==> src/rtl/dsr_pkg.sv <==
`timescale 1ns / 1ps

package dsr_pkg;

    localparam int STORE_DEPTH_DEF  = 256;
    localparam int SAMPLE_WIDTH_DEF = 16;

    localparam int SECONDS_W   = 16;
    localparam int DEPTH_W     = 16;
    localparam int INDEX_W     = 8;
    localparam int READ_W      = 16;
    localparam int FILL_OUT_W  = 9;
    localparam int INTERVAL_W  = 8;
    localparam int DELAY_W     = 8;
    localparam int INIT_W      = 7;
    localparam int CFG_IDX_W   = 2;
    localparam int CFG_DATA_W  = 8;

    localparam logic [INTERVAL_W-1:0] INTERVAL_LIMIT = 8'd127;
    localparam logic [INTERVAL_W-1:0] INTERVAL_RESET = 8'd2;
    localparam logic [DELAY_W-1:0]    DELAY_RESET    = 8'd5;
    localparam logic [INIT_W-1:0]     INIT_RESET     = 7'd2;

    typedef enum logic [0:0] {
        OP_TICK = 1'b0,
        OP_READ = 1'b1
    } t_op;

    typedef enum logic [CFG_IDX_W-1:0] {
        CFG_START_DELAY   = 2'd0,
        CFG_INIT_INTERVAL = 2'd1
    } t_cfg_idx;

    typedef enum logic [1:0] {
        PH_IDLE      = 2'd0,
        PH_STARTED   = 2'd1,
        PH_RECORDING = 2'd3
    } t_phase;

    typedef enum logic [2:0] {
        ST_IDLE,
        ST_EVAL,
        ST_COMP,
        ST_COMP_END,
        ST_APPEND,
        ST_DONE
    } t_state;

    typedef struct packed {
        logic load;
        logic tick;
        logic read;
        logic comp_start;
        logic comp_rd;
        logic comp_finish;
        logic append;
    } t_dp_cmd;

    typedef struct packed {
        logic is_read;
        logic sample_due;
        logic need_comp;
        logic full;
        logic comp_last;
    } t_dp_status;

endpackage

==> src/rtl/dsr_ctrl.sv <==
`timescale 1ns / 1ps

module dsr_ctrl import dsr_pkg::*; (
    input  logic       i_clk,
    input  logic       i_rst_n,
    input  logic       i_start,
    input  t_dp_status i_status,
    output t_dp_cmd    o_cmd,
    output logic       o_busy,
    output logic       o_done
);

    t_state r_state;
    t_state n_state;

    always_ff @(posedge i_clk) begin
        if (!i_rst_n) begin
            r_state <= ST_IDLE;
        end else begin
            r_state <= n_state;
        end
    end

    always_comb begin
        n_state = r_state;
        o_cmd   = '0;
        o_busy  = 1'b1;
        o_done  = 1'b0;
        unique case (r_state)
            ST_IDLE: begin
                o_busy = 1'b0;
                if (i_start) begin
                    o_cmd.load = 1'b1;
                    n_state    = ST_EVAL;
                end
            end
            ST_EVAL: begin
                if (i_status.is_read) begin
                    o_cmd.read = 1'b1;
                    n_state    = ST_DONE;
                end else begin
                    o_cmd.tick = 1'b1;
                    priority if (i_status.sample_due && i_status.need_comp) begin
                        o_cmd.comp_start = 1'b1;
                        n_state          = ST_COMP;
                    end else if (i_status.sample_due && !i_status.full) begin
                        n_state = ST_APPEND;
                    end else begin
                        n_state = ST_DONE;
                    end
                end
            end
            ST_COMP: begin
                o_cmd.comp_rd = 1'b1;
                if (i_status.comp_last) begin
                    n_state = ST_COMP_END;
                end
            end
            ST_COMP_END: begin
                o_cmd.comp_finish = 1'b1;
                n_state           = ST_APPEND;
            end
            ST_APPEND: begin
                o_cmd.append = 1'b1;
                n_state      = ST_DONE;
            end
            ST_DONE: begin
                o_done  = 1'b1;
                n_state = ST_IDLE;
            end
            default: begin
                n_state = ST_IDLE;
            end
        endcase
    end

endmodule

==> config.mk <==
export PLATFORM = sky130hd
export DESIGN_NAME = dsr_ctrl
export DESIGN_NICKNAME = d
export VERILOG_FILES = /design/src/rtl/dsr_pkg.sv /design/src/rtl/dsr_ctrl.sv
export SDC_FILE = /design/constraint.sdc
export NUM_CORES = 1
export LEC_CHECK = 0
export ABC_AREA = 1
export BUFFER_PORTS_ARGS = -buffer_cell sky130_fd_sc_hd__buf_2
export CAP_MARGIN = 20
export CORE_AREA = 2 2 39 41
export CTS_CLUSTER_DIAMETER = 80
export DETAILED_ROUTE_END_ITERATION = 10
export DIE_AREA = 0 0 41 43
export GPL_ROUTABILITY_DRIVEN = 0
export GPL_TIMING_DRIVEN = 0
export MAX_ROUTING_LAYER = met4
export PLACE_DENSITY = 0.49
export RECOVER_POWER = 100
export SLEW_MARGIN = 30
export SYNTH_ARGS = -nofsm -noshare
export SYNTH_HDL_FRONTEND = slang
export SYNTH_SLANG_ARGS = --single-unit
==> constraint.sdc <==
create_clock -name i_clk -period 2.3 [get_ports i_clk]
set_clock_uncertainty 0.2 [all_clocks]
set_input_delay 0.46 -clock i_clk [delete_from_list [all_inputs] [get_ports i_clk]]
set_output_delay 0.46 -clock i_clk [all_outputs]
set_load 0.05 [all_outputs]
==> flow_summary.json, run 1 <==
{
  "grt_pass1_vias": 215,
  "layout.cells.most_common": "nor2_1",
  "wl_um": 598,
  "die_area_um2": 1760,
  "status": "completed",
  "rsz0062_at_grt": "false",
  "critPathArrivalTime_ns": 1.39,
  "syn_inst": 43,
  "p_comb_share_pct": 47.1,
  "synth_top_area_share_pct": 23.9,
  "cp.required_ns": 1.64,
  "layout-drive-gt1-share_pct": 34.9,
  "io_buffers": 16,
  "sequentialPowerShare_pct": 21.9,
  "slowest_delay_ns": 0.46,
  "pin_count": 17,
  "multi_input_area_um2": 138,
  "grt_start_max_net_pins": 9,
  "top_register": "r_state",
  "final_hold_viol_count": 0,
  "cts_max_level": 1,
  "fin_nets": 72,
  "clk_latency_ns": 0.23,
  "cts_resized": 0,
  "cts_buffers": 3,
  "die_y_um": 43,
  "critPathCaptureType": "output pin",
  "postLayoutCoreUtil_pct": 26.5,
  "syn_nets": 51,
  "p_int_mw": 0.156,
  "synth.distinct_cells": 14,
  "ant_nets": 0,
  "syn_area_um2": 251,
  "drv_cap": 0,
  "root_buffer": "clkbuf_4",
  "cts_setup_buffers": 0,
  "min_period_ns": 2.05,
  "hp-class": "in -> reg",
  "cp_common_cell": "inv_1",
  "grt-ovfl-total": 0,
  "power_density_nw_per_um2": 789,
  "hold_buffers": 0,
  "drt-wirelength-per-cell_um": 7.57,
  "crit_chain": "inv_1 -> nand4_1 -> inv_1 -> clkbuf_1",
  "final_cell_mix": "9 x nor2_1, 8 x inv_1, 8 x buf_2, 6 x nand2_1, 6 x clkbuf_1",
  "viasPerCell": 3.80,
  "leakagePower_nw": 0.211,
  "cp_max_fo": 6,
  "crit_slowest_cell": "clkbuf_1",
  "via_count": 300,
  "pre_cts_ws_ns": 0.552,
  "syn_area_per_cell_um2": 5.85,
  "reg_top3": "r_state: 3 flops",
  "ys_seq_area_share_pct": 23.9,
  "path_clk_slew_ns": 0.04,
  "placementRows": 14,
  "synth.largest_area_cell": "dfxtp_1",
  "crit_type": "reg -> out",
  "synth_area_leaders": "dfxtp_1 24%, nor2_1 13%, inv_1 10%, nand2_1 9.0%, a21oi_2 7.0%",
  "clockBufferDepth": 2,
  "remaining_drc_errors": 0,
  "synth_seq_cells": 3,
  "final_max_slew_viol_count": 0,
  "final-setup-viol-count": 0,
  "fill_cells": 167,
  "tritoncts": "yes",
  "first_iter_violations": 6,
  "diodes": 0,
  "grt.total_usage_pct": 6.99,
  "fin_crit_sh_pct": 89.2,
  "first_pass_iters": 2,
  "timing.fmax_ghz": 0.487,
  "largest_register_ffs": 3,
  "dieWidth_um": 41,
  "startpoint_type": "register",
  "regArea_um2": 60.1,
  "clock_sinks": 3,
  "pwr-share-clk_pct": 31.0,
  "fin_ws_ns": 0.248,
  "hpwl_um": 501,
  "tightest_slew_ns": 0.599,
  "p_switching_mw": 0.133,
  "coreArea_um2": 1380,
  "ir_worst_vdd_mv": 0.396,
  "antenna_found_initial": 0,
  "finalSetupTns_ns": 0,
  "start_util_pct": 18.2,
  "holdWs_ns": 0.301,
  "slew_headroom_pct": 60.3,
  "syn2layout_area_growth_pct": 45.8,
  "switching_share_pct": 46.1,
  "yosys_warnings": 0,
  "grt_first_pass_wirelength_um": 841
}
[through the flow]
| stage | area, um2 | total power, mW | instances |
|---|---|---|---|
| 6_report | 367 | 0.289 | 79 |
| 5_1_grt | 367 | 0.306 | 79 |
| 4_1_cts | 378 | 0.299 | 79 |
| 3_5_place_dp | 352 | 0.207 | 75 |
| 3_3_place_gp | 352 | 0.206 | 75 |
| 2_1_floorplan | 251 | 0.176 | 43 |
[cell usage after synthesis]
master / instances
nor2_1: 9
inv_1: 7
nand2_1: 6
inv_2: 4
dfxtp_1: 3
o21ai_0: 3
a21oi_2: 2
nand3_1: 2
nand4_1: 2
buf_4: 1
nand3_2: 1
nor2_2: 1
nor3_1: 1
nor3_2: 1
[final cells by class]
type                       count  area share [%]
tap                           16            5.46
sequential                     3            16.4
multi-input combinational     28            37.5
timing repair buffer          16            20.1
buffer                         1            2.05
inverter                      11            11.3
clock buffer                   4            7.17
[power by group through the flow]
stage / Clock [mW] / Sequential [mW] / Combinational, mW
after global placement: 0 / 0.0645 / 0.142
after CTS: 0.0925 / 0.0638 / 0.142
final: 0.0898 / 0.0634 / 0.136
after floorplan: 0 / 0.0637 / 0.112
after global routing: 0.0954 / 0.0643 / 0.146
after detailed placement: 0 / 0.0646 / 0.142
[logic make-up after synthesis]
kind of cell           count (synthesis)  share of synthesized area [%]
AO/OA/AOI/OAI                          5                           12.9
buffers and inverters                 12                           19.4
flip-flops                             3                           23.9
AND/OR/NAND/NOR                       23                           43.8
[worst max-delay path, delay by kind of cell, from the launching register on]
family,cells,cell delay [ns]
buf+inv,3,0.69
flops,1,0.33
simple gates,1,0.14
[metal layers]
layer | routed length (um) | global-route usage [%]
met1 | 296 | 11.2
met2 | 228 | 8.44
met3 | 73 | 1.57
met4 | 0 | 2.00
met5 | 0 | -
[worst paths after layout]
check	startpoint	endpoint	slack [ns]	depth (start not counted)
setup / recovery	r_state[2]	o_cmd[4]	0.25	4
hold / removal	i_rst_n	r_state[1]	0.30	3
setup reg to reg	r_state[2]	r_state[0]	1.08	5
hold reg to reg	r_state[2]	r_state[0]	0.46	3
No activity file was read; power rests on OpenSTA's default activity.
==> run 2, diff against run 1 <==
--- a/config.mk
+++ b/config.mk
@@ -16,7 +16,7 @@
 export GPL_TIMING_DRIVEN = 0
 export MAX_ROUTING_LAYER = met4
 export PLACE_DENSITY = 0.49
-export RECOVER_POWER = 100
+export RECOVER_POWER = 50
 export SLEW_MARGIN = 30
 export SYNTH_ARGS = -nofsm -noshare
 export SYNTH_HDL_FRONTEND = slang
==> constraint.sdc (replaced) <==
create_clock -name i_clk -period 2.1 [get_ports i_clk]
set_clock_uncertainty 0.2 [all_clocks]
set_input_delay 0.42 -clock i_clk [delete_from_list [all_inputs] [get_ports i_clk]]
set_output_delay 0.42 -clock i_clk [all_outputs]
set_load 0.05 [all_outputs]
==> run 2 against run 1 <==
Compared with the run above: hold slack got worse by 0.035 ns; global-route usage up 1.5 points; via count increased by 2.7%; highest routed layer unchanged; critical path depth is 2 higher; combinational power grew 14%; count of clock-buffer cells in the layout unchanged; critical endpoint is now o_cmd[3]; first-iteration DRC count fell by 83%.
==> flow_summary.json, run 2 (synthesis results as in run 1) <==
{
  "status": "completed",
  "grt_first_pass_wirelength_um": 1010,
  "grt_pass1_vias": 268,
  "grt_start_max_net_pins": 9,
  "slew_headroom_pct": 81.7,
  "crit_type": "reg -> out",
  "placed_cell_area_um2": 359,
  "finalSetupTns_ns": 0,
  "tritoncts": "yes",
  "cts_resized": 0,
  "pin_count": 17,
  "pre_cts_ws_ns": 0.422,
  "diodes": 0,
  "holdPathEnd": "r_state[1]",
  "cts_setup_buffers": 0,
  "largest_register_ffs": 3,
  "final_max_slew_viol_count": 0,
  "multi_input_area_um2": 145,
  "first_pass_iters": 4,
  "die_area_um2": 1760,
  "reg_top3": "r_state: 3 flops",
  "hold_buffers": 0,
  "remaining_drc_errors": 0,
  "critPathArrivalTime_ns": 1.29,
  "startpoint_type": "register",
  "via_count": 308,
  "postLayoutCoreUtil_pct": 27.5,
  "crit_chain": "inv_2 -> nand3_1 -> inv_2 -> nand2_1 -> inv_1 -> buf_2",
  "viasPerCell": 3.90,
  "power_density_nw_per_um2": 852,
  "start_util_pct": 18.2,
  "clock_sinks": 3,
  "path_clk_slew_ns": 0.03,
  "layout.cells.most_common": "buf_2",
  "fin_crit_sh_pct": 91.1,
  "cts_buffers": 3,
  "cp_common_cell": "inv_2",
  "fin_ws_ns": 0.187,
  "fin_nets": 72,
  "first_iter_violations": 1,
  "layout-drive-gt1-share_pct": 47.6,
  "coreArea_um2": 1380,
  "tightest_slew_ns": 0.276,
  "drv_cap": 0,
  "r2r-end": "r_state[0]",
  "antenna_found_initial": 0,
  "ir_worst_vdd_mv": 0.424,
  "fill_cells": 169,
  "io_buffers": 16,
  "slowest_delay_ns": 0.34,
  "final_hold_viol_count": 0,
  "final-setup-viol-count": 0,
  "rsz0062_at_grt": "false",
  "final_cell_mix": "13 x buf_2, 8 x nor2_1, 7 x inv_1, 6 x nand2_1, 4 x inv_2",
  "crit_slowest_cell": "dfxtp_1",
  "worstReg2RegStart": "r_state[2]",
  "min_period_ns": 1.91,
  "root_buffer": "clkbuf_4",
  "hp-start": "i_rst_n",
  "cts_max_level": 1,
  "rrSetupSlack_ns": 0.91,
  "r2r_cells": 5,
  "hp-class": "in -> reg",
  "hpwl_um": 494,
  "die_y_um": 43,
  "min_path_cells": 3,
  "fin_area_um2": 380,
  "cp.required_ns": 1.48,
  "timing.fmax_ghz": 0.523,
  "top_register": "r_state",
  "grt.total_usage_pct": 8.53,
  "regArea_um2": 60.1,
  "dieWidth_um": 41,
  "clockBufferDepth": 2,
  "drt-wirelength-per-cell_um": 7.61,
  "ant_nets": 0,
  "cp_max_fo": 6,
  "grt-ovfl-total": 0,
  "leakagePower_nw": 0.233,
  "clk_latency_ns": 0.23,
  "syn2layout_area_growth_pct": 51.2,
  "critPathCaptureType": "output pin",
  "placementRows": 14,
  "wl_um": 601
}
run 2: cell types whose count changed in the layout (fill, tap and decap cells not counted), sizes merged:
cell	change
buf	+5
clkbuf	-5
run 2: power by group:
part	internal (mW)	total (mW)	switching, mW
clock network	0.0711	0.0989	0.0279
registers	0.0644	0.0703	0.00585
logic	0.0393	0.155	0.115
run 2: worst max path at each step:
| stage | start | slack, ns | to |
|---|---|---|---|
| after floorplan | r_state[0] | 0.07 | o_cmd[6] |
| after global placement | r_state[1] | 0.41 | o_cmd[2] |
| after detailed placement | r_state[1] | 0.42 | o_cmd[2] |
| after CTS | r_state[1] | 0.16 | o_cmd[2] |
| after global routing | r_state[1] | 0.03 | o_cmd[2] |
| final | r_state[2] | 0.19 | o_cmd[3] |
run 2: stage by stage:
step                      power [mW]  hold WS (ns)  instances
after global placement         0.228         0.428         75
after CTS                      0.333         0.266         79
after global routing           0.350         0.273         79
after detailed placement       0.228         0.434         75
final                          0.324         0.267         79
after floorplan                0.195         0.369         43
run 2: layer usage:
metal | vias up | global-route usage [%] | part of all wire, %
li1 | 171 | - | -
met1 | 121 | 11.9 | 49
met2 | 16 | 10.6 | 40
met3 | 0 | 4.71 | 11
met4 | 0 | 2.00 | 0
met5 | - | - | 0
run 2: final cells by class:
class                   count  area share (%)
well taps                  16            5.26
plain buffers               1            1.97
repair buffers             16            21.1
clock buffers               4            6.91
inverters                  11            10.9
flip-flops and latches      3            15.8
multi-input cells          28            38.2
run 2: critical path, delay by kind of cell, from the launching register on:
| kind | cells | cell delay, ns |
|---|---|---|
| buffers and inverters | 4 | 0.51 |
| flip-flops | 1 | 0.34 |
| AND/OR/NAND/NOR | 2 | 0.22 |
==> run 3, diff against run 2 <==
--- a/config.mk
+++ b/config.mk
@@ -6,16 +6,15 @@
 export NUM_CORES = 1
 export LEC_CHECK = 0
 export ABC_AREA = 1
-export BUFFER_PORTS_ARGS = -buffer_cell sky130_fd_sc_hd__buf_2
 export CAP_MARGIN = 20
 export CORE_AREA = 2 2 39 41
 export CTS_CLUSTER_DIAMETER = 80
 export DETAILED_ROUTE_END_ITERATION = 10
 export DIE_AREA = 0 0 41 43
+export DONT_BUFFER_PORTS = 1
 export GPL_ROUTABILITY_DRIVEN = 0
-export GPL_TIMING_DRIVEN = 0
 export MAX_ROUTING_LAYER = met4
-export PLACE_DENSITY = 0.49
+export PLACE_DENSITY = 0.38
 export RECOVER_POWER = 50
 export SLEW_MARGIN = 30
 export SYNTH_ARGS = -nofsm -noshare
==> run 3 against run 2 <==
Compared with the run above: utilization fell by 3.3 points; wire length rose by 1.8%; via count fell by 12%; register-to-register slack got worse by 0.53 ns; sequential share of layout area rose by 2.2 points; largest cell class unchanged; design area fell by 12%; setup slack got worse by 0.093 ns; die area did not move.
==> flow_summary.json, run 3 (synthesis results as in run 1) <==
{
  "final-setup-viol-count": 0,
  "worstReg2RegStart": "r_state[0]",
  "critPathCaptureType": "output pin",
  "dr_wl_met2_um": 282,
  "r2r-end": "r_state[2]",
  "antenna_found_initial": 0,
  "wl_met1_um": 271,
  "min_path_cells": 2,
  "tritoncts": "yes",
  "cts_max_level": 1,
  "wl_met3_um": 42,
  "crit_type": "reg -> out",
  "holdPathEnd": "r_state[0]",
  "root_buffer": "clkbuf_4",
  "slowest_delay_ns": 0.49,
  "fin_crit_sh_pct": 95.5,
  "diodes": 0,
  "leakagePower_nw": 0.183,
  "clockBufferDepth": 2,
  "viasPerCell": 4.00,
  "status": "completed",
  "cp_max_fo": 8,
  "final_hold_viol_count": 0,
  "final_cell_mix": "8 x nor2_1, 7 x inv_1, 6 x nand2_1, 4 x inv_2",
  "switching_share_pct": 47.1,
  "postLayoutCoreUtil_pct": 24.1,
  "reg_top3": "r_state: 3 flops",
  "min_period_ns": 2.01,
  "die_area_um2": 1760,
  "pwr-share-clk_pct": 32.2,
  "layout-drive-gt1-share_pct": 36.5,
  "finalSetupTns_ns": 0,
  "io_buffers": 0,
  "ant_nets": 0,
  "first_pass_iters": 4,
  "top_register": "r_state",
  "slew_headroom_pct": 58.1,
  "rsz0062_at_grt": "false",
  "coreArea_um2": 1380,
  "highest_layer": "met4",
  "critPathArrivalTime_ns": 1.39,
  "placementRows": 14,
  "fin_area_um2": 334,
  "grt_start_max_net_pins": 9,
  "pre_cts_ws_ns": 0.385,
  "grt_pass1_vias": 243,
  "power_density_nw_per_um2": 956,
  "cts_buffers": 3,
  "cts_resized": 0,
  "placed_cell_area_um2": 317,
  "grt_first_pass_wirelength_um": 986,
  "hp-class": "in -> reg",
  "hold_buffers": 0,
  "p_switching_mw": 0.150,
  "via_count": 272,
  "tightest_slew_ns": 0.628,
  "r2r_cells": 5,
  "crit_slowest_cell": "clkbuf_1",
  "largest_register_ffs": 3,
  "pin_count": 17,
  "hpwl_um": 516,
  "syn2layout_area_growth_pct": 32.8,
  "final_max_slew_viol_count": 0,
  "path_clk_slew_ns": 0.04,
  "fin_nets": 61,
  "p_int_mw": 0.169,
  "sequentialPowerShare_pct": 24.1,
  "drv_cap": 0,
  "die_y_um": 43,
  "cp.required_ns": 1.48,
  "layout.cells.most_common": "nor2_1",
  "remaining_drc_errors": 0,
  "first_iter_violations": 3,
  "hp-start": "i_rst_n",
  "clk_latency_ns": 0.24,
  "grt-ovfl-total": 0,
  "cts_setup_buffers": 0,
  "startpoint_type": "register",
  "p_comb_share_pct": 43.8,
  "timing.fmax_ghz": 0.498,
  "grt.total_usage_pct": 8.83,
  "drt-wirelength-per-cell_um": 9.00,
  "fin_ws_ns": 0.0936,
  "wl_um": 612,
  "clock_sinks": 3,
  "crit_chain": "nand2_1 -> nor2_2 -> clkbuf_1",
  "start_util_pct": 18.2,
  "dieWidth_um": 41,
  "ir_worst_vdd_mv": 0.210,
  "rrSetupSlack_ns": 0.38
}
## run 3: changes by cell type in the layout (fill, tap and decap cells not counted)
cell      delta
clkbuf_1     +1
nand3_2      +1
buf_4        +2
nand3_1      -1
buf_2       -13
clkbuf_2     -1
## run 3: power groups by stage
stage                     clock (mW)  combinational, mW  sequential [mW]
final                          0.103              0.140           0.0769
after global routing           0.113              0.152           0.0797
after CTS                      0.105              0.147           0.0772
after detailed placement           0              0.146           0.0782
after global placement             0              0.147           0.0784
after floorplan                    0              0.126           0.0698
## run 3: final cells by class
type	instances	area [um2]
sequential	3	60.1
fill	175	1050
multi-input combinational	28	150
clock buffer	4	26.3
inverter	11	41.3
timing repair buffer	6	36.3
tap	16	20.0
## run 3: worst max-delay path, delay by kind of cell, from the launching register on
family                 cells  cell delay (ns)
DFF                        1             0.48
and+or+nand+nor            2             0.19
buffers and inverters      1             0.49
## run 3: worst max path at each step
stage	from	endpoint	cells past startpoint
2_1_floorplan	r_state[0]	o_cmd[6]	4
3_3_place_gp	r_state[0]	o_cmd[3]	4
3_5_place_dp	r_state[0]	o_cmd[3]	4
4_1_cts	r_state[0]	o_cmd[3]	4
5_1_grt	r_state[0]	o_cmd[1]	3
6_report	r_state[0]	o_cmd[1]	3
## run 3: per-stage QoR
| stage | total power, mW | std cells | hold slack, ns |
|---|---|---|---|
| 2_1_floorplan | 0.195 | 43 | 0.369 |
| 3_3_place_gp | 0.225 | 64 | 0.375 |
| 3_5_place_dp | 0.225 | 64 | 0.381 |
| 4_1_cts | 0.329 | 68 | 0.135 |
| 5_1_grt | 0.344 | 68 | 0.150 |
| 6_report | 0.319 | 68 | 0.139 |
## run 3: metal layers
metal  global-route usage [%]  vias to the layer above
met5                        -                        -
met4                     8.00                        0
met3                     1.57                        2
met2                     11.6                       13
met1                     10.9                      107
li1                         -                      150
